==> config.mk <==
export PLATFORM = sky130hd
export DESIGN_NAME = sync_frame_deframer_fletcher16_top
export DESIGN_NICKNAME = d
export VERILOG_FILES = /design/src/hw/rtl/sfdf_pkg.sv /design/src/hw/rtl/sfdf_regs.sv /design/src/hw/rtl/sfdf_fletcher.sv /design/src/hw/rtl/sfdf_core.sv /design/src/hw/rtl/sync_frame_deframer_fletcher16_top.sv
export SDC_FILE = /design/constraint.sdc
export NUM_CORES = 1
export LEC_CHECK = 0
export BUFFER_PORTS_ARGS = -buffer_cell sky130_fd_sc_hd__buf_2
export CAP_MARGIN = 30
export CORE_ASPECT_RATIO = 1.2
export CORE_MARGIN = 10
export CORE_UTILIZATION = 35
export DETAILED_ROUTE_END_ITERATION = 7
export PLACE_DENSITY = 0.59
export SLEW_MARGIN = 20
export SYNTH_ARGS = -nofsm -noshare
export SYNTH_HDL_FRONTEND = slang
export SYNTH_HIERARCHICAL = 1
export SYNTH_SLANG_ARGS = --single-unit
export TNS_END_PERCENT = 30
==> constraint.sdc <==
create_clock -name i_clk -period 19.5 [get_ports i_clk]
set_input_delay 4.875 -clock i_clk [delete_from_list [all_inputs] [get_ports i_clk]]
set_output_delay 4.875 -clock i_clk [all_outputs]
set_load 0.03 [all_outputs]
==> src/hw/rtl/sfdf_pkg.sv <==
`timescale 1ns / 1ps
`default_nettype none
// ----------------------------------------------------------------------------
// sfdf_pkg
// Shared types and constants for the sync-framed deframer with Fletcher-16.
// ----------------------------------------------------------------------------
package sfdf_pkg;

    // APB register map (word addressed, register i at byte 4*i)
    localparam int unsigned CFG_ADDR_W = 3;
    localparam int unsigned CFG_DATA_W = 32;
    localparam logic REG_ADDRESS_MODE = 1'b0;
    localparam logic REG_QUICK_FILTER = 1'b1;

    // Sync pair
    localparam logic [7:0] SYNC_FIRST  = 8'h55;   // 'U'
    localparam logic [7:0] SYNC_SECOND = 8'h24;   // '$'

    // Fletcher sums after folding in the sync pair 'U','$'
    localparam logic [7:0] FL_MOD       = 8'd255;
    localparam logic [7:0] SYNC_SUM_LOW  = 8'd121;
    localparam logic [7:0] SYNC_SUM_HIGH = 8'd206;

    // Quick filter set
    localparam logic [7:0] TYPE_Q1  = 8'd1;
    localparam logic [7:0] TYPE_Q16 = 8'd16;
    localparam logic [7:0] TYPE_Q33 = 8'd33;
    localparam logic [7:0] TYPE_Q81 = 8'd81;
    localparam logic [7:0] FIRST_BYTE_Q33 = 8'd1;

    typedef enum logic [3:0] {
        PH_HUNT,
        PH_TYPE,
        PH_ACTION,
        PH_LEN_LO,
        PH_LEN_HI,
        PH_ADDR,
        PH_PAYLOAD,
        PH_CK1,
        PH_CK2
    } t_phase;

    typedef struct packed {
        logic       address_mode;
        logic       quick_filter;
    } t_cfg;

    typedef struct packed {
        logic [7:0] stream_byte;
        logic       end_of_stream;
    } t_in_beat;

    typedef struct packed {
        logic [7:0]  frame_type;
        logic [7:0]  frame_action;
        logic [15:0] payload_length;
        logic [31:0] dest_field;
        logic [31:0] source_field;
        logic [7:0]  payload_byte;
        logic        byte_present;
        logic        frame_end;
        logic        frame_good;
    } t_out_beat;

endpackage
`default_nettype wire

==> src/hw/rtl/sfdf_regs.sv <==
`timescale 1ns / 1ps
`default_nettype none
// ----------------------------------------------------------------------------
// sfdf_regs
// APB configuration registers: address mode and quick filter.
// ----------------------------------------------------------------------------
module sfdf_regs (
    input  wire                                 i_clk,
    input  wire                                 i_rst_n,
    input  wire                                 i_psel,
    input  wire                                 i_penable,
    input  wire                                 i_pwrite,
    input  wire [sfdf_pkg::CFG_ADDR_W-1:0]      i_paddr,
    input  wire [sfdf_pkg::CFG_DATA_W-1:0]      i_pwdata,
    output logic [sfdf_pkg::CFG_DATA_W-1:0]     o_prdata,
    output logic                                o_pready,
    output sfdf_pkg::t_cfg                      o_cfg
);

    sfdf_pkg::t_cfg r_cfg;
    logic           wr_en;

    assign o_pready = 1'b1;
    assign wr_en    = i_psel & i_penable & i_pwrite;

    always_ff @(posedge i_clk) begin
        if (!i_rst_n) begin
            r_cfg <= '0;
        end else if (wr_en) begin
            unique case (i_paddr[2])
                sfdf_pkg::REG_ADDRESS_MODE: r_cfg.address_mode <= i_pwdata[0];
                sfdf_pkg::REG_QUICK_FILTER: r_cfg.quick_filter <= i_pwdata[0];
                default: ;
            endcase
        end
    end

    always_comb begin
        o_prdata = '0;
        unique case (i_paddr[2])
            sfdf_pkg::REG_ADDRESS_MODE: o_prdata[0] = r_cfg.address_mode;
            sfdf_pkg::REG_QUICK_FILTER: o_prdata[0] = r_cfg.quick_filter;
            default: ;
        endcase
    end

    assign o_cfg = r_cfg;

endmodule
`default_nettype wire

==> src/hw/rtl/sfdf_fletcher.sv <==
`timescale 1ns / 1ps
`default_nettype none
// ----------------------------------------------------------------------------
// sfdf_fletcher
// Fletcher-16 running sums, mod 255, one byte per cycle while i_add is set.
// ----------------------------------------------------------------------------
module sfdf_fletcher (
    input  wire        i_clk,
    input  wire        i_rst_n,
    input  wire        i_load_sync,   // restart with the sync pair folded in
    input  wire        i_add,
    input  wire [7:0]  i_byte,
    output logic       o_next_zero    // both sums zero after this byte
);

    logic [7:0] r_low, r_high;
    logic [7:0] n_low, n_high;
    logic [8:0] s1_raw, s2_raw;

    always_comb begin
        s1_raw = {1'b0, r_low} + {1'b0, i_byte};
        if (s1_raw >= {1'b0, sfdf_pkg::FL_MOD}) begin
            s1_raw = s1_raw - {1'b0, sfdf_pkg::FL_MOD};
        end
        n_low  = s1_raw[7:0];
        s2_raw = {1'b0, r_high} + {1'b0, n_low};
        if (s2_raw >= {1'b0, sfdf_pkg::FL_MOD}) begin
            s2_raw = s2_raw - {1'b0, sfdf_pkg::FL_MOD};
        end
        n_high = s2_raw[7:0];
    end

    assign o_next_zero = (n_low == 8'd0) && (n_high == 8'd0);

    always_ff @(posedge i_clk) begin
        if (!i_rst_n) begin
            r_low  <= '0;
            r_high <= '0;
        end else if (i_load_sync) begin
            r_low  <= sfdf_pkg::SYNC_SUM_LOW;
            r_high <= sfdf_pkg::SYNC_SUM_HIGH;
        end else if (i_add) begin
            r_low  <= n_low;
            r_high <= n_high;
        end
    end

endmodule
`default_nettype wire

==> src/hw/rtl/sfdf_core.sv <==
`timescale 1ns / 1ps
`default_nettype none
// ----------------------------------------------------------------------------
// sfdf_core
// Frame parser: sync hunt, header capture, payload pass-through, verdict.
// One byte handled per advance; result is combinational from state + byte.
// ----------------------------------------------------------------------------
module sfdf_core (
    input  wire                  i_clk,
    input  wire                  i_rst_n,
    input  wire                  i_advance,
    input  sfdf_pkg::t_in_beat   i_beat,
    input  sfdf_pkg::t_cfg       i_cfg,
    output logic                 o_res_valid,
    output sfdf_pkg::t_out_beat  o_res
);

    sfdf_pkg::t_phase r_phase, n_phase;
    logic        r_saw_u, n_saw_u;
    logic [15:0] r_fc, n_fc;
    logic [7:0]  r_type, n_type;
    logic [7:0]  r_action, n_action;
    logic [15:0] r_len, n_len;
    logic [31:0] r_dest, n_dest;
    logic [31:0] r_src, n_src;
    logic        r_drop, n_drop;

    logic        fl_load, fl_add, fl_zero;
    logic        hunt, done, silent, emit;
    logic [7:0]  b;
    logic        eos;
    logic [2:0]  k;
    logic [4:0]  shamt;
    logic [15:0] fc_inc;

    function automatic logic in_quick_set(input logic [7:0] t);
        return (t == sfdf_pkg::TYPE_Q1) || (t == sfdf_pkg::TYPE_Q16) ||
               (t == sfdf_pkg::TYPE_Q33) || (t == sfdf_pkg::TYPE_Q81);
    endfunction

    sfdf_fletcher u_fl (
        .i_clk       (i_clk),
        .i_rst_n     (i_rst_n),
        .i_load_sync (fl_load),
        .i_add       (fl_add),
        .i_byte      (b),
        .o_next_zero (fl_zero)
    );

    assign b      = i_beat.stream_byte;
    assign eos    = i_beat.end_of_stream;
    assign k      = r_fc[2:0];
    assign shamt  = {k[1:0], 3'b000};
    assign fc_inc = r_fc + 16'd1;

    always_comb begin
        n_phase  = r_phase;
        n_saw_u  = r_saw_u;
        n_fc     = r_fc;
        n_type   = r_type;
        n_action = r_action;
        n_len    = r_len;
        n_dest   = r_dest;
        n_src    = r_src;
        n_drop   = r_drop;
        fl_load  = 1'b0;
        fl_add   = 1'b0;
        hunt     = 1'b0;
        done     = 1'b0;
        silent   = 1'b0;
        emit     = 1'b0;
        o_res_valid        = 1'b0;
        o_res.payload_byte = '0;
        o_res.byte_present = 1'b0;
        o_res.frame_end    = 1'b0;
        o_res.frame_good   = 1'b0;

        if (i_advance) begin
            fl_add = (r_phase != sfdf_pkg::PH_HUNT);
            unique case (r_phase)
                sfdf_pkg::PH_HUNT: begin
                    if (r_saw_u && b == sfdf_pkg::SYNC_SECOND) begin
                        n_phase  = sfdf_pkg::PH_TYPE;
                        n_saw_u  = 1'b0;
                        fl_load  = 1'b1;
                        n_type   = '0;
                        n_action = '0;
                        n_len    = '0;
                        n_dest   = '0;
                        n_src    = '0;
                        n_drop   = 1'b0;
                        n_fc     = '0;
                    end else begin
                        n_saw_u = (b == sfdf_pkg::SYNC_FIRST);
                    end
                    hunt = eos;
                    done = 1'b1;
                end
                sfdf_pkg::PH_TYPE: begin
                    n_type = b;
                    if (i_cfg.quick_filter && !in_quick_set(b)) begin
                        hunt = 1'b1;
                        done = 1'b1;
                    end else begin
                        n_phase = sfdf_pkg::PH_ACTION;
                    end
                end
                sfdf_pkg::PH_ACTION: begin
                    n_action = b;
                    n_phase  = sfdf_pkg::PH_LEN_LO;
                end
                sfdf_pkg::PH_LEN_LO: begin
                    n_len   = {8'd0, b};
                    n_phase = sfdf_pkg::PH_LEN_HI;
                end
                sfdf_pkg::PH_LEN_HI: begin
                    n_len = {b, r_len[7:0]};
                    n_fc  = '0;
                    if (i_cfg.address_mode) begin
                        n_phase = sfdf_pkg::PH_ADDR;
                    end else if (n_len != 16'd0) begin
                        n_phase = sfdf_pkg::PH_PAYLOAD;
                    end else if (i_cfg.quick_filter && r_type == sfdf_pkg::TYPE_Q33) begin
                        hunt   = 1'b1;
                        silent = 1'b1;
                    end else begin
                        n_phase = sfdf_pkg::PH_CK1;
                    end
                end
                sfdf_pkg::PH_ADDR: begin
                    if (!k[2]) begin
                        n_dest = r_dest | (32'(b) << shamt);
                    end else begin
                        n_src = r_src | (32'(b) << shamt);
                    end
                    n_fc = 16'(k) + 16'd1;
                    if (k == 3'd7) begin
                        n_fc = '0;
                        if (r_len != 16'd0) begin
                            n_phase = sfdf_pkg::PH_PAYLOAD;
                        end else if (i_cfg.quick_filter && r_type == sfdf_pkg::TYPE_Q33) begin
                            hunt   = 1'b1;
                            silent = 1'b1;
                        end else begin
                            n_phase = sfdf_pkg::PH_CK1;
                        end
                    end
                end
                sfdf_pkg::PH_PAYLOAD: begin
                    n_drop = r_drop | ((r_fc == 16'd0) && i_cfg.quick_filter &&
                             (r_type == sfdf_pkg::TYPE_Q33) &&
                             (b != sfdf_pkg::FIRST_BYTE_Q33));
                    n_fc = fc_inc;
                    if (n_drop) begin
                        silent = 1'b1;
                        if (fc_inc == r_len) begin
                            hunt = 1'b1;
                            done = 1'b1;
                        end
                    end else begin
                        emit = 1'b1;
                        if (fc_inc == r_len) begin
                            n_phase = sfdf_pkg::PH_CK1;
                        end
                    end
                end
                sfdf_pkg::PH_CK1: begin
                    n_phase = sfdf_pkg::PH_CK2;
                end
                default: begin
                    // second checksum byte: verdict
                    o_res_valid      = 1'b1;
                    o_res.frame_end  = 1'b1;
                    o_res.frame_good = fl_zero;
                    hunt = 1'b1;
                    done = 1'b1;
                end
            endcase

            if (!done && eos) begin
                hunt = 1'b1;
                if (!silent) begin
                    o_res_valid        = 1'b1;
                    o_res.frame_end    = 1'b1;
                    o_res.byte_present = emit;
                    o_res.payload_byte = emit ? b : 8'd0;
                end
            end else if (!done && emit) begin
                o_res_valid        = 1'b1;
                o_res.byte_present = 1'b1;
                o_res.payload_byte = b;
            end

            if (hunt) begin
                n_phase = sfdf_pkg::PH_HUNT;
                n_saw_u = 1'b0;
                n_drop  = 1'b0;
                n_fc    = '0;
            end
        end

        o_res.frame_type     = n_type;
        o_res.frame_action   = n_action;
        o_res.payload_length = n_len;
        o_res.dest_field     = n_dest;
        o_res.source_field   = n_src;
    end

    always_ff @(posedge i_clk) begin
        if (!i_rst_n) begin
            r_phase  <= sfdf_pkg::PH_HUNT;
            r_saw_u  <= 1'b0;
            r_fc     <= '0;
            r_type   <= '0;
            r_action <= '0;
            r_len    <= '0;
            r_dest   <= '0;
            r_src    <= '0;
            r_drop   <= 1'b0;
        end else begin
            r_phase  <= n_phase;
            r_saw_u  <= n_saw_u;
            r_fc     <= n_fc;
            r_type   <= n_type;
            r_action <= n_action;
            r_len    <= n_len;
            r_dest   <= n_dest;
            r_src    <= n_src;
            r_drop   <= n_drop;
        end
    end

endmodule
`default_nettype wire

==> src/hw/rtl/sync_frame_deframer_fletcher16_top.sv <==
`timescale 1ns / 1ps
`default_nettype none
// ----------------------------------------------------------------------------
// sync_frame_deframer_fletcher16_top
// Sync-framed packet deframer with Fletcher-16 frame check.
// ----------------------------------------------------------------------------
// Takes one stream byte per beat, hunts for the sync pair 'U','$', captures
// type, action, little-endian size and (in address mode) destination and
// source words, then hands each payload byte out as a result beat carrying
// the header fields. The second checksum byte yields an end-marker beat whose
// frame_good flag is set when both Fletcher-16 sums (mod 255, taken over the
// whole frame from the sync pair to the last checksum byte) are zero. A byte
// flagged end_of_stream inside a frame closes it with frame_good low. Quick
// filter drops types outside 1/16/33/81 and type 33 frames whose first
// payload byte is not 1 or that have no payload, with no beats out. Payload
// bytes leave before the verdict is known. Throughput is one byte per clock,
// sustained while i_out_ready is high; a beat passes the input register, the
// combinational parse step and then the result register. Configuration is by
// APB: address_mode at 0x0, quick_filter at 0x4 (bit 0); the user must write
// them only while the block is idle; the block itself does not enforce it.
// ----------------------------------------------------------------------------
module sync_frame_deframer_fletcher16_top (
    input  wire                                 i_clk,
    input  wire                                 i_rst_n,
    // input stream
    input  wire                                 i_in_valid,
    output logic                                o_in_ready,
    input  sfdf_pkg::t_in_beat                  i_in_data,
    // result stream
    output logic                                o_out_valid,
    input  wire                                 i_out_ready,
    output sfdf_pkg::t_out_beat                 o_out_data,
    // APB config
    input  wire                                 psel,
    input  wire                                 penable,
    input  wire                                 pwrite,
    input  wire [sfdf_pkg::CFG_ADDR_W-1:0]      paddr,
    input  wire [sfdf_pkg::CFG_DATA_W-1:0]      pwdata,
    output logic [sfdf_pkg::CFG_DATA_W-1:0]     prdata,
    output logic                                pready
);

    sfdf_pkg::t_cfg      cfg;
    sfdf_pkg::t_in_beat  r_in;
    logic                r_in_valid;
    sfdf_pkg::t_out_beat r_out;
    logic                r_out_valid;
    sfdf_pkg::t_out_beat res;
    logic                res_valid;
    logic                advance;
    logic                in_acc;

    sfdf_regs u_regs (
        .i_clk     (i_clk),
        .i_rst_n   (i_rst_n),
        .i_psel    (psel),
        .i_penable (penable),
        .i_pwrite  (pwrite),
        .i_paddr   (paddr),
        .i_pwdata  (pwdata),
        .o_prdata  (prdata),
        .o_pready  (pready),
        .o_cfg     (cfg)
    );

    // Parse the held beat when the result register is free or draining.
    assign advance    = r_in_valid && (!r_out_valid || i_out_ready);
    assign o_in_ready = !r_in_valid || advance;
    assign in_acc     = i_in_valid && o_in_ready;

    always_ff @(posedge i_clk) begin
        if (!i_rst_n) begin
            r_in_valid <= 1'b0;
        end else if (in_acc) begin
            r_in_valid <= 1'b1;
        end else if (advance) begin
            r_in_valid <= 1'b0;
        end
    end

    always_ff @(posedge i_clk) begin
        if (in_acc) begin
            r_in <= i_in_data;
        end
    end

    sfdf_core u_core (
        .i_clk       (i_clk),
        .i_rst_n     (i_rst_n),
        .i_advance   (advance),
        .i_beat      (r_in),
        .i_cfg       (cfg),
        .o_res_valid (res_valid),
        .o_res       (res)
    );

    // Result register; a beat with no result leaves it empty.
    always_ff @(posedge i_clk) begin
        if (!i_rst_n) begin
            r_out_valid <= 1'b0;
        end else if (advance) begin
            r_out_valid <= res_valid;
        end else if (i_out_ready) begin
            r_out_valid <= 1'b0;
        end
    end

    always_ff @(posedge i_clk) begin
        if (advance && res_valid) begin
            r_out <= res;
        end
    end

    assign o_out_valid = r_out_valid;
    assign o_out_data  = r_out;

endmodule
`default_nettype wire

Yosys cells after proc, flatten, opt, wreduce, memory -nomap -nowiden:

Cells that the tools add are included.

* add/sub/neg operators: 6
* order comparisons: 2
* eq/ne operators: 22
* shift operators: 1
* mux-type cells: 83
* bitwise operators: 8
* reduce and logical (&&, ||, !) cells: 46

Operators with widths (number)
* two-way mux 32 bit: 6
* one-hot mux 32 bit (2 select lines): 2
* two-way mux 16 bit: 5
* two-way mux 8 bit: 9
* bitwise OR 32 bit: 2
* one-hot mux 16 bit (4 select lines): 1
* one-hot mux 16 bit (3 select lines): 1
* two-way mux 4 bit: 10
* two-way mux 1 bit: 35
* one-hot mux 4 bit (8 select lines): 1
* one-hot mux 8 bit (2 select lines): 2
* nonzero test 16 bit: 2
* left shift 8 x 5 -> 32 bit: 1
* == test 8 x 6 -> 1 bit, second input constant: 3
* adder 8 x 8 -> 9 bit: 2
* greater-or-equal comparator 9 x 8 -> 1 bit, second input constant: 2
* two-way mux 9 bit: 2
* adder 16 x 1 -> 16 bit, second input constant: 1
* == test 16 bit: 1
* == test 4 x 3 -> 1 bit, second input constant: 4
* == test 8 x 7 -> 1 bit, second input constant: 2
* zero test 16 bit: 1
* zero test 8 bit: 2
* subtractor 8 bit, second input constant: 2
* 35 further kinds: 69

* flip-flop bits (word level): 254
* output and inout bits: 142
* logic and storage cells: 196

Depth between registers and ports, before layout:

Gate-level depths: netlist (run 1).

* depth in word-level cells: 15
* mapped depth: 22
* depth with buffers taken out: 20

Cells and area by module:

The synthesis (run 1) kept the hierarchy.

Modules (own cells, without submodules)
* sfdf_core: times used 1, cells an instance 767, area an instance 5998.3 um2, sequential area each 2362.3 um2
* sync_frame_deframer_fletcher16_top: times used 1, cells an instance 129, area an instance 3595.9 um2, sequential area each 3523.4 um2
* sfdf_fletcher: times used 1, cells an instance 234, area an instance 1886.8 um2, sequential area each 320.3 um2
* sfdf_regs: times used 1, cells an instance 44, area an instance 345.3 um2, sequential area each 40.0 um2

Least setup slack after synthesis (run 1):

No wires, ideal clock.

* path type: input to register
* start point: in i_out_ready
* end point: reg r_out, in the netlist o_out_data[0] (enable)
* setup time: 0.573 ns
* arrival time: 10.397 ns
* required time: 18.927 ns
* slack: 8.530 ns
* cell stages on the path: 8
* cell sequence: nand2b_4 > and2_1 > clkbuf_1 > and3_1 > clkbuf_1 > or2_2 > nand2_1 > nor2_1

* word-level cells in the longest chain between the ends: 4

RTL lines
* start: declaration: line sync_frame_deframer_fletcher16_top.sv:31 `input wire i_out_ready,`
* logical OR 1 bit: line sync_frame_deframer_fletcher16_top.sv:67 `assign advance = r_in_valid && (!r_out_valid || i_out_ready);`
* logical AND 1 bit: line sync_frame_deframer_fletcher16_top.sv:67
* net advance: line sync_frame_deframer_fletcher16_top.sv:50 `logic advance;`
* two-way mux 1 bit: line sfdf_core.sv:78 `if (i_advance) begin`
* net res_valid: line sync_frame_deframer_fletcher16_top.sv:49 `logic res_valid;`
* logical AND 1 bit: line sync_frame_deframer_fletcher16_top.sv:109 `if (advance && res_valid) begin`
* end signal: assignment: line sync_frame_deframer_fletcher16_top.sv:110 `r_out <= res;`
* end: declaration: line sync_frame_deframer_fletcher16_top.sv:46 `sfdf_pkg::t_out_beat r_out;`

The timed path passes the listed nets, and every way through them passes these cells.
A chain may end at the register's enable or synchronous reset.

Worst setup path in the final report (run 1):

* start point: in paddr[2] in the netlist's numbering
* end point: out prdata[0] in the netlist's numbering

* word-level cells in the longest chain between the ends: 2

RTL lines
* start: declaration: line sync_frame_deframer_fletcher16_top.sv:37 `input wire [sfdf_pkg::CFG_ADDR_W-1:0] paddr,`
* inverter 1 bit (no line)
* one-hot mux 1 bit (2 select lines) *: line sfdf_regs.sv:40 `unique case (i_paddr[2])`
* end: declaration: line sync_frame_deframer_fletcher16_top.sv:39 `output logic [sfdf_pkg::CFG_DATA_W-1:0] prdata,`

Mark *: on every way between the ends. The rest lies on a longest branch, timed or not.

==> flow_results.xml, run 1 <==
<?xml version="1.0" encoding="UTF-8"?>
<metrics>
  <group name="worst_setup_path">
    <metric name="most_frequent_cell_on_critical_path" unit="">buf_2</metric>
    <metric name="critical_path_peak_fanout" unit="">3</metric>
    <metric name="critical_path.startpoint_type" unit="">primary input</metric>
    <metric name="worstPathCellList" unit="">buf_2 -&gt; mux2_2 -&gt; buf_2</metric>
    <metric name="crit_path_end_kind" unit="">primary output</metric>
    <metric name="worstSetupPathType" unit="">primary input to primary output</metric>
    <metric name="worst-endpoint-required" unit="ns">14.62</metric>
    <metric name="cp_slowest_cell" unit="">mux2_2</metric>
    <metric name="arrival_time_at_the_worst_endpoint" unit="ns">5.47</metric>
    <metric name="critical-path-max-stage-delay" unit="ns">0.32</metric>
  </group>
  <group name="clock_network">
    <metric name="cts_tree" unit="">built</metric>
    <metric name="clock_path_buffers" unit="">3</metric>
    <metric name="cts_resized" unit="">0</metric>
    <metric name="post_cts.repair.setup_buffers" unit="">0</metric>
    <metric name="cts.root.buffer_cell" unit="">clkbuf_16</metric>
    <metric name="cts_htree_levels" unit="">1</metric>
    <metric name="clk-insertion-delay-late" unit="ns">0.54</metric>
    <metric name="cts_buffers" unit="">27</metric>
    <metric name="clock_sinks" unit="">254</metric>
    <metric name="worst_path_clk_slew" unit="ns">0.06</metric>
    <metric name="ctsHoldBuffers" unit="">0</metric>
  </group>
  <group name="timing">
    <metric name="slew_headroom" unit="">0.391</metric>
    <metric name="drv_slew" unit="">0</metric>
    <metric name="rsz0062_at_grt" unit="">false</metric>
    <metric name="worst-slew-pin-transition" unit="ns">0.912</metric>
    <metric name="clock_skew" unit="ns">0.0102</metric>
    <metric name="finalCritPeriodShare" unit="">0.530</metric>
    <metric name="final.min_clock_period" unit="ns">10.34</metric>
    <metric name="finalSetupViolCount" unit="">0</metric>
    <metric name="totalNegativeSetupSlack" unit="ns">0</metric>
    <metric name="hold_viol_final" unit="">0</metric>
    <metric name="fmax" unit="GHz">0.0967</metric>
  </group>
  <group name="final_layout">
    <metric name="antennaDiodeCount" unit="">0</metric>
    <metric name="final-seq-area" unit="um^2">6250</metric>
    <metric name="post_layout_instance_count_excluding_filler_cells" unit="">1743</metric>
    <metric name="fillCellCount" unit="">3299</metric>
    <metric name="post_route_cells_drive_above_1_share" unit="">0.159</metric>
    <metric name="nNetsFinal" unit="">1347</metric>
    <metric name="multi_input_comb_area" unit="um^2">5150</metric>
    <metric name="syn_to_final_growth" unit="%">15.4</metric>
  </group>
  <group name="synthesis">
    <metric name="synthDominantAreaCellType" unit="">edfxtp_1</metric>
    <metric name="flip_flop_and_latch_count_after_synthesis" unit="">254</metric>
    <metric name="synth_enable_flop_cells" unit="">116</metric>
    <metric name="synthArstFlopShare" unit="">0</metric>
    <metric name="synthFlopType" unit="">dfxtp_1</metric>
    <metric name="post-synth-top-area-fraction" unit="">0.295</metric>
    <metric name="yosys.cell_types.count" unit="">85</metric>
    <metric name="ys_warn_count" unit="">6</metric>
    <metric name="ys_seq_area_frac" unit="">0.528</metric>
    <metric name="syn_avg_cell_area" unit="um^2">10.1</metric>
    <metric name="syn_inst" unit="">1174</metric>
    <metric name="yosys-top-cells-area" unit="">edfxtp_1 (29%), dfxtp_1 (23%), and2_1 (6.3%), nor2_1 (3.8%), a21oi_1 (3.7%)</metric>
    <metric name="post_synth_instance_area" unit="um^2">11800</metric>
    <metric name="synth.most_common_cell" unit="">dfxtp_1</metric>
    <metric name="ys_top_cells_by_count" unit="">dfxtp_1 (138), and2_1 (119), nor2_1 (119), edfxtp_1 (116), nand2_1 (92)</metric>
  </group>
  <group name="floorplanning">
    <metric name="fp-row-count" unit="">73</metric>
    <metric name="die_height" unit="um">221</metric>
    <metric name="start_util" unit="">0.356</metric>
    <metric name="design.portCount" unit="">193</metric>
    <metric name="floorplan.core_area" unit="um^2">33200</metric>
    <metric name="fp.dieArea" unit="um^2">41600</metric>
    <metric name="fp.dieW" unit="um">188</metric>
  </group>
  <group name="placement">
    <metric name="globalplace.congestion" unit="">0.871</metric>
    <metric name="io_buffers" unit="">127</metric>
    <metric name="dp_cells" unit="">1692</metric>
    <metric name="hpwlAfterDp" unit="um">20800</metric>
  </group>
  <group name="outcome">
    <metric name="outcome" unit="">completed</metric>
  </group>
  <group name="routing">
    <metric name="detail_route.iter0.violations" unit="">633</metric>
    <metric name="viasPerCell" unit="">5.04</metric>
    <metric name="antenna_violating_nets_post_route" unit="">0</metric>
    <metric name="avgRoutedWirePerCell" unit="um">17.4</metric>
    <metric name="firstDrtPassIters" unit="">6</metric>
    <metric name="drc_errors" unit="">0</metric>
    <metric name="drt_wl_total" unit="um">30300</metric>
    <metric name="via_count" unit="">8791</metric>
  </group>
  <group name="global_routing">
    <metric name="number_of_global_route_vias_before_repair" unit="">8712</metric>
    <metric name="antenna_found_initial" unit="">0</metric>
    <metric name="overflow" unit="">0</metric>
    <metric name="track_usage" unit="">0.139</metric>
    <metric name="maximum_number_of_pins_on_one_net_before_global_route_repair" unit="">93</metric>
    <metric name="grt_pass1_wl" unit="um">47900</metric>
  </group>
  <group name="job">
    <metric name="drv_cap" unit="">0</metric>
  </group>
  <group name="power">
    <metric name="vdd_drop_max" unit="uV">56.8</metric>
    <metric name="pwr_density_cell" unit="nW/um^2">83.1</metric>
    <metric name="cellLeakagePower" unit="nW">4.93</metric>
  </group>
  <group name="worst_hold_path">
    <metric name="hp-class" unit="">register to register</metric>
  </group>
</metrics>
-- routing by layer --
layer / track usage / vias up / share of wire
met2: 0.232 / 250 / 0.48
met4: 0.0386 / 0 / 0.020
met3: 0.0263 / 43 / 0.051
li1: - / 4321 / -
met1: 0.180 / 4177 / 0.45
met5: 0 / - / 0
-- cells in the final DEF, fill, tap and decap left out, types with 18 or more instances in the layout --
master,instances
dfxtp_1,138
buf_2,127
and2_1,119
nor2_1,117
edfxtp_1,116
nand2_1,92
a21oi_1,88
o21ai_0,46
conb_1,32
nand3_1,31
clkbuf_16,27
ha_1,22
xnor2_1,21
inv_1,18
-- power by group --
| part | total [W] | leakage, nW | internal (W) | switching [W] |
|---|---|---|---|---|
| Combinational | 0.0000450 | 2.47 | 0.0000120 | 0.0000330 |
| Sequential | 0.000557 | 2.02 | 0.000554 | 0.00000341 |
| Clock | 0.000532 | 0.438 | 0.000320 | 0.000212 |
-- logic make-up (layout without fill, tap and decap cells) --
kind of cell	Yosys count	in the layout	share of synthesized area
and+or+nand+nor	487	487	0.219
other	2	32	0.000635
buffers and inverters	113	202	0.0479
muxes	11	11	0.00963
adders and majority gates	24	24	0.0267
xor gates and xnor gates	40	40	0.0353
AOI/OAI and AO/OA	243	243	0.132
DFF	254	254	0.528
-- worst paths after layout --
| check | from | to | slack [ns] | depth (start not counted) |
|---|---|---|---|---|
| setup / recovery | paddr[2] | prdata[0] | 9.16 | 3 |
| hold / removal | u_core/r_drop | u_core/r_drop | 0.49 | 2 |
| setup reg to reg | r_in[1] | o_out_data[0] | 13.66 | 19 |
| hold reg to reg | u_core/r_drop | u_core/r_drop | 0.49 | 2 |
-- worst max-delay path, delay by kind of cell --
family / cells / cell delay, ns
buffers and inverters: 2 / 0.28
multiplexers: 1 / 0.32
-- sequential cells by signal (all words and copies together), names as in the netlist, 9 cells and up --
| signal | cells |
|---|---|
| u_core/r_src | 32 |
| u_core/r_fc | 16 |
| r_in | 9 |
| o_out_data | 107 |
| u_core/r_len | 16 |
| u_core/r_dest | 32 |
-- layout make-up --
class	instances	share of cell area
tap	450	0.0413
timing repair buffer	134	0.0514
clock buffer	29	0.0501
sequential	254	0.458
clock inverter	21	0.0174
inverter	18	0.00495
multi-input combinational	837	0.377
-- stage by stage --
| stage | worst slack, ns | hold slack [ns] | util | area, um^2 | total power, W |
|---|---|---|---|---|---|
| after detailed placement | 9.16 | 0.476 | 0.382 | 12700 | 0.000613 |
| final | 9.16 | 0.486 | 0.410 | 13600 | 0.00113 |
| after floorplan | 8.53 | 0.449 | - | 11900 | 0.000606 |
| after global placement | 9.16 | 0.468 | 0.382 | 12700 | 0.000613 |
| after CTS | 9.15 | 0.485 | 0.410 | 13600 | 0.00115 |
| after global routing | 9.11 | 0.496 | 0.410 | 13600 | 0.00117 |
Note: power is estimated with default switching activity, not from simulation.
==> inputs of run 2 (changes only) <==
- clock period: 19.5 -> 10.22 ns (I/O delays scaled with it)
==> run 2 against run 1 <==
Net effect:
- wire length increased by 0.93%
- critical path type is now register to register
- global-route usage grew 0.24 points
- count of clock-buffer cells in the layout is 2 lower
- core utilization up 0.17 points
==> flow_results.xml, run 2 (synthesis gave the netlist of run 1 again) <==
<?xml version="1.0" encoding="UTF-8"?>
<metrics>
  <group name="clock_network">
    <metric name="cts_buffers" unit="">27</metric>
    <metric name="cts.root.buffer_cell" unit="">clkbuf_16</metric>
    <metric name="cts_resized" unit="">0</metric>
    <metric name="ctsHoldBuffers" unit="">0</metric>
    <metric name="cts_tree" unit="">built</metric>
    <metric name="worst_path_clk_slew" unit="ns">0.07</metric>
    <metric name="clock_path_buffers" unit="">3</metric>
    <metric name="post_cts.repair.setup_buffers" unit="">0</metric>
    <metric name="cts_htree_levels" unit="">1</metric>
    <metric name="clk-insertion-delay-late" unit="ns">0.53</metric>
    <metric name="clock_sinks" unit="">254</metric>
  </group>
  <group name="global_routing">
    <metric name="maximum_number_of_pins_on_one_net_before_global_route_repair" unit="">95</metric>
    <metric name="track_usage" unit="">0.142</metric>
    <metric name="grt_pass1_wl" unit="um">48300</metric>
    <metric name="antenna_found_initial" unit="">0</metric>
    <metric name="number_of_global_route_vias_before_repair" unit="">8644</metric>
    <metric name="overflow" unit="">0</metric>
  </group>
  <group name="floorplanning">
    <metric name="start_util" unit="">0.356</metric>
    <metric name="design.portCount" unit="">193</metric>
    <metric name="fp.dieW" unit="um">188</metric>
    <metric name="fp.dieArea" unit="um^2">41600</metric>
    <metric name="floorplan.core_area" unit="um^2">33200</metric>
    <metric name="die_height" unit="um">221</metric>
    <metric name="fp-row-count" unit="">73</metric>
  </group>
  <group name="timing">
    <metric name="final.min_clock_period" unit="ns">5.88</metric>
    <metric name="finalCritPeriodShare" unit="">0.575</metric>
    <metric name="fmax" unit="GHz">0.170</metric>
    <metric name="drv_slew" unit="">0</metric>
    <metric name="rsz0062_at_grt" unit="">false</metric>
    <metric name="worst-slew-pin-transition" unit="ns">0.908</metric>
    <metric name="totalNegativeSetupSlack" unit="ns">0</metric>
    <metric name="finalSetupViolCount" unit="">0</metric>
    <metric name="clock_skew" unit="ns">0.0115</metric>
    <metric name="slew_headroom" unit="">0.393</metric>
    <metric name="hold_viol_final" unit="">0</metric>
  </group>
  <group name="final_layout">
    <metric name="layout.cells.most_common_list" unit="">dfxtp_1 (138), buf_2 (128), and2_1 (119), nor2_1 (117), edfxtp_1 (116)</metric>
    <metric name="final_common_cell" unit="">dfxtp_1</metric>
    <metric name="antennaDiodeCount" unit="">0</metric>
    <metric name="nNetsFinal" unit="">1349</metric>
    <metric name="fillCellCount" unit="">3301</metric>
    <metric name="post_route_cells_drive_above_1_share" unit="">0.166</metric>
    <metric name="largest_reg_flops" unit="">107</metric>
    <metric name="syn_to_final_growth" unit="%">15.8</metric>
    <metric name="multi_input_comb_area" unit="um^2">5140</metric>
    <metric name="final-seq-area" unit="um^2">6250</metric>
  </group>
  <group name="worst_setup_path">
    <metric name="worst-endpoint-required" unit="ns">10.60</metric>
    <metric name="worst_setup_path_startpoint" unit="">r_in[1]</metric>
    <metric name="critical_path.startpoint_type" unit="">register</metric>
    <metric name="critical_path_peak_fanout" unit="">11</metric>
    <metric name="crit_path_end_kind" unit="">register</metric>
    <metric name="worstSetupPathType" unit="">register to register</metric>
    <metric name="worst_r2r_startpoint" unit="">r_in[1]</metric>
    <metric name="arrival_time_at_the_worst_endpoint" unit="ns">6.26</metric>
  </group>
  <group name="placement">
    <metric name="globalplace.congestion" unit="">0.877</metric>
    <metric name="hpwlAfterDp" unit="um">20900</metric>
    <metric name="io_buffers" unit="">127</metric>
  </group>
  <group name="power">
    <metric name="total_power" unit="W">0.00219</metric>
    <metric name="cellLeakagePower" unit="nW">5.02</metric>
    <metric name="pwr_density_cell" unit="nW/um^2">160</metric>
    <metric name="vdd_drop_max" unit="uV">103</metric>
  </group>
  <group name="routing">
    <metric name="viasPerCell" unit="">5.05</metric>
    <metric name="drt_wl_total" unit="um">30600</metric>
    <metric name="antenna_violating_nets_post_route" unit="">0</metric>
    <metric name="firstDrtPassIters" unit="">6</metric>
    <metric name="detail_route.iter0.violations" unit="">718</metric>
    <metric name="via_count" unit="">8805</metric>
    <metric name="avgRoutedWirePerCell" unit="um">17.5</metric>
    <metric name="drc_errors" unit="">0</metric>
  </group>
  <group name="outcome">
    <metric name="outcome" unit="">completed</metric>
  </group>
  <group name="job">
    <metric name="drv_cap" unit="">0</metric>
  </group>
  <group name="worst_hold_path">
    <metric name="hold_start" unit="">u_core/r_drop</metric>
    <metric name="hp-class" unit="">register to register</metric>
  </group>
</metrics>
[run 2: cell count changes in the layout (fill, tap and decap cells not counted), moves of 2 or more]
cell,delta
clkinv_1,-8
clkinv_2,+5
clkbuf_1,-2
clkinv_4,+2
[run 2: final cells by class]
class / count / area share
Clock buffer: 27 / 0.0493
Clock inverter: 22 / 0.0200
Inverter: 18 / 0.00493
Multi-Input combinational cell: 837 / 0.375
Sequential cell: 254 / 0.456
Tap cell: 450 / 0.0411
Timing Repair Buffer: 136 / 0.0535
[run 2: worst max-delay path: stages (launching register included)]
cell,delay (ns)
edfxtp_1,0.57
ha_1,0.32
fa_1,0.44
a21o_1,0.21
a221oi_2,0.40
xnor2_2,0.20
and3_4,0.27
a31oi_4,0.10
mux2_1,0.41
ha_1,0.30
a211oi_1,0.37
nor2_1,0.11
xor2_1,0.38
and4_4,0.32
a41oi_2,0.28
nor3_1,0.26
nor3_1,0.10
nor4_1,0.22
and4_1,0.23
and3_1,0.22
[run 2: report_power, final]
| part | switching [W] | internal, W | total, W |
|---|---|---|---|
| Clock | 0.000423 | 0.000617 | 0.00104 |
| Combinational | 0.0000631 | 0.0000228 | 0.0000859 |
| Sequential | 0.00000647 | 0.00106 | 0.00106 |
[run 2: metrics by stage]
step	setup slack, ns	cell area (um^2)	cells	util	hold WS, ns
final	4.34	13700	1744	0.412	0.477
after global routing	4.02	13700	1744	0.412	0.501
after CTS	4.40	13700	1742	0.411	0.477
after detailed placement	4.06	12700	1693	0.382	0.461
after global placement	4.09	12700	1692	0.382	0.465
after floorplan	1.57	11900	1204	-	0.449
[run 2: worst paths after layout]
check                                     end  slack (ns)  depth (start not counted)
worst max-delay path            o_out_data[0]        4.34                         19
worst min-delay path            u_core/r_drop        0.48                          2
worst max register to register  o_out_data[0]        4.34                         19
worst min register to register  u_core/r_drop        0.48                          2
[run 2: per-layer routing]
metal,vias up,share of wire,track usage
li1,4312,-,-
met1,4182,0.44,0.183
met2,267,0.48,0.238
met3,44,0.058,0.0241
met4,0,0.019,0.0386
met5,-,0,0
==> inputs of run 3 (changes only) <==
- PLACE_DENSITY: 0.59 -> 0.61
- clock period: 10.22 -> 5.2 ns (I/O delays scaled with it)
==> run 3 against run 2 <==
Net effect:
- hold slack improved by 0.018 ns
- flip-flop and latch count did not move
- clock power rose by 87%
- clock skew rose by 0.0082 ns
- count of clock-buffer cells in the layout rose by 10
- sequential power rose by 96%
- maximum frequency rose by 18%
==> flow_results.xml, run 3 (synthesis gave the netlist of run 1 again) <==
<?xml version="1.0" encoding="UTF-8"?>
<metrics>
  <group name="floorplanning">
    <metric name="fp-row-count" unit="">73</metric>
    <metric name="die_height" unit="um">221</metric>
    <metric name="fp.dieArea" unit="um^2">41600</metric>
    <metric name="fp.dieW" unit="um">188</metric>
    <metric name="design.portCount" unit="">193</metric>
    <metric name="floorplan.core_area" unit="um^2">33200</metric>
    <metric name="start_util" unit="">0.356</metric>
  </group>
  <group name="final_layout">
    <metric name="final_common_cell" unit="">dfxtp_1</metric>
    <metric name="multi_input_comb_area" unit="um^2">5290</metric>
    <metric name="final-seq-area" unit="um^2">6250</metric>
    <metric name="largest_reg_flops" unit="">107</metric>
    <metric name="post_route_cells_drive_above_1_share" unit="">0.191</metric>
    <metric name="layout.cells.most_common_list" unit="">dfxtp_1 (138), buf_2 (127), and2_1 (119), nor2_1 (117), edfxtp_1 (116)</metric>
    <metric name="antennaDiodeCount" unit="">0</metric>
    <metric name="nNetsFinal" unit="">1371</metric>
    <metric name="fillCellCount" unit="">3251</metric>
    <metric name="syn_to_final_growth" unit="%">18.0</metric>
  </group>
  <group name="routing">
    <metric name="drt_wl_total" unit="um">30900</metric>
    <metric name="avgRoutedWirePerCell" unit="um">17.5</metric>
    <metric name="firstDrtPassIters" unit="">5</metric>
    <metric name="via_count" unit="">8920</metric>
    <metric name="viasPerCell" unit="">5.05</metric>
    <metric name="antenna_violating_nets_post_route" unit="">0</metric>
    <metric name="detail_route.iter0.violations" unit="">630</metric>
    <metric name="drc_errors" unit="">0</metric>
  </group>
  <group name="timing">
    <metric name="totalNegativeSetupSlack" unit="ns">0</metric>
    <metric name="finalCritPeriodShare" unit="">0.956</metric>
    <metric name="worst-slew-pin-transition" unit="ns">0.820</metric>
    <metric name="final.min_clock_period" unit="ns">4.97</metric>
    <metric name="drv_slew" unit="">0</metric>
    <metric name="hold_viol_final" unit="">0</metric>
    <metric name="fmax" unit="GHz">0.201</metric>
    <metric name="clock_skew" unit="ns">0.0197</metric>
    <metric name="finalSetupViolCount" unit="">0</metric>
    <metric name="slew_headroom" unit="">0.451</metric>
    <metric name="post-route-worst-setup-slack" unit="ns">0.229</metric>
  </group>
  <group name="global_routing">
    <metric name="antenna_found_initial" unit="">0</metric>
    <metric name="number_of_global_route_vias_before_repair" unit="">8722</metric>
    <metric name="overflow" unit="">0</metric>
    <metric name="track_usage" unit="">0.142</metric>
    <metric name="grt_pass1_wl" unit="um">48300</metric>
    <metric name="maximum_number_of_pins_on_one_net_before_global_route_repair" unit="">108</metric>
  </group>
  <group name="placement">
    <metric name="globalplace.congestion" unit="">0.862</metric>
    <metric name="preCtsSetupSlack" unit="ns">0.0601</metric>
    <metric name="io_buffers" unit="">127</metric>
    <metric name="hpwlAfterDp" unit="um">21300</metric>
  </group>
  <group name="worst_setup_path">
    <metric name="critical_path_peak_fanout" unit="">5</metric>
    <metric name="crit_path_end_kind" unit="">register</metric>
    <metric name="critical_path.startpoint_type" unit="">register</metric>
    <metric name="arrival_time_at_the_worst_endpoint" unit="ns">5.38</metric>
    <metric name="most_frequent_cell_on_critical_path" unit="">a21o_1</metric>
    <metric name="worstPathCellList" unit="">ha_1 -&gt; fa_1 -&gt; a21o_1 -&gt; a221oi_4 -&gt; xnor2_2 -&gt; and3_4 -&gt; a31oi_4 -&gt; mux2_2 -&gt; fa_2 -&gt; a21o_1 -&gt; nand4_1 -&gt; and3_2 -&gt; xnor2_4 -&gt; nor3b_2 -&gt; mux2i_1 -&gt; nand3_1 -&gt; nor3_2 -&gt; and4_1 -&gt; and3_1</metric>
    <metric name="worst-endpoint-required" unit="ns">5.61</metric>
    <metric name="critical-path-max-stage-delay" unit="ns">0.41</metric>
    <metric name="cp_slowest_cell" unit="">edfxtp_1</metric>
    <metric name="worstSetupPathType" unit="">register to register</metric>
  </group>
  <group name="clock_network">
    <metric name="worst_path_clk_slew" unit="ns">0.07</metric>
    <metric name="clock_path_buffers" unit="">3</metric>
    <metric name="cts_buffers" unit="">27</metric>
    <metric name="cts.root.buffer_cell" unit="">clkbuf_16</metric>
    <metric name="clock_sinks" unit="">254</metric>
    <metric name="ctsHoldBuffers" unit="">0</metric>
    <metric name="clk-insertion-delay-late" unit="ns">0.55</metric>
    <metric name="cts_tree" unit="">built</metric>
    <metric name="cts_htree_levels" unit="">1</metric>
  </group>
  <group name="worst_hold_path">
    <metric name="hp-class" unit="">register to register</metric>
  </group>
  <group name="power">
    <metric name="cellLeakagePower" unit="nW">5.09</metric>
    <metric name="vdd_drop_max" unit="uV">209</metric>
    <metric name="total_power" unit="W">0.00422</metric>
    <metric name="pwr_density_cell" unit="nW/um^2">302</metric>
  </group>
  <group name="outcome">
    <metric name="outcome" unit="">completed</metric>
  </group>
  <group name="job">
    <metric name="drv_cap" unit="">0</metric>
  </group>
</metrics>
[run 3: layer usage]
layer	up-vias	share of wire	track usage
met5	-	0	0
met4	0	0.022	0.0458
met3	47	0.049	0.0255
met2	244	0.49	0.238
met1	4266	0.44	0.180
li1	4363	-	-
[run 3: final cells by class]
cell class | instances | area share
clock buffer | 37 | 0.0555
tap | 450 | 0.0404
clock inverter | 13 | 0.00915
multi-input combinational | 837 | 0.379
sequential | 254 | 0.448
timing repair buffer | 158 | 0.0631
inverter | 18 | 0.00484
[run 3: metrics by stage]
stage	util	std cells	hold slack, ns	area, um^2
3_3_place_gp	0.387	1712	0.473	12900
5_1_grt	0.420	1767	0.523	14000
4_1_cts	0.414	1763	0.491	13800
3_5_place_dp	0.387	1713	0.476	12900
6_report	0.420	1767	0.495	14000
2_1_floorplan	-	1204	0.449	11900
[run 3: where the power goes]
part / switching (W) / total, W / leakage [nW] / internal, W
combinational: 0.000140 / 0.000199 / 2.62 / 0.0000582
sequential: 0.00000451 / 0.00208 / 2.03 / 0.00208
clock: 0.000793 / 0.00194 / 0.446 / 0.00114
[run 3: path summary, 6_finish.rpt]
check | start | slack, ns | cells after the start | to
worst max-delay path | r_in[1] | 0.23 | 19 | o_out_data[0]
worst min-delay path | u_core/r_drop | 0.50 | 2 | u_core/r_drop
worst max register to register | r_in[1] | 0.23 | 19 | o_out_data[0]
worst min register to register | u_core/r_drop | 0.50 | 2 | u_core/r_drop
[run 3: worst max-delay path, delay by kind of cell (launching register included)]
| family | cells | cell delay [ns] |
|---|---|---|
| adders and majority gates | 3 | 1.03 |
| muxes | 2 | 0.70 |
| and+or+nand+nor | 8 | 1.47 |
| DFF | 1 | 0.41 |
| xor gates and xnor gates | 2 | 0.27 |
| AOI/OAI and AO/OA | 4 | 0.93 |
[run 3: what timing repair did]
item	4_1_cts	5_1_grt
setup buffers	0	4
resized for setup	0	27
setup endpoints to repair	0	2
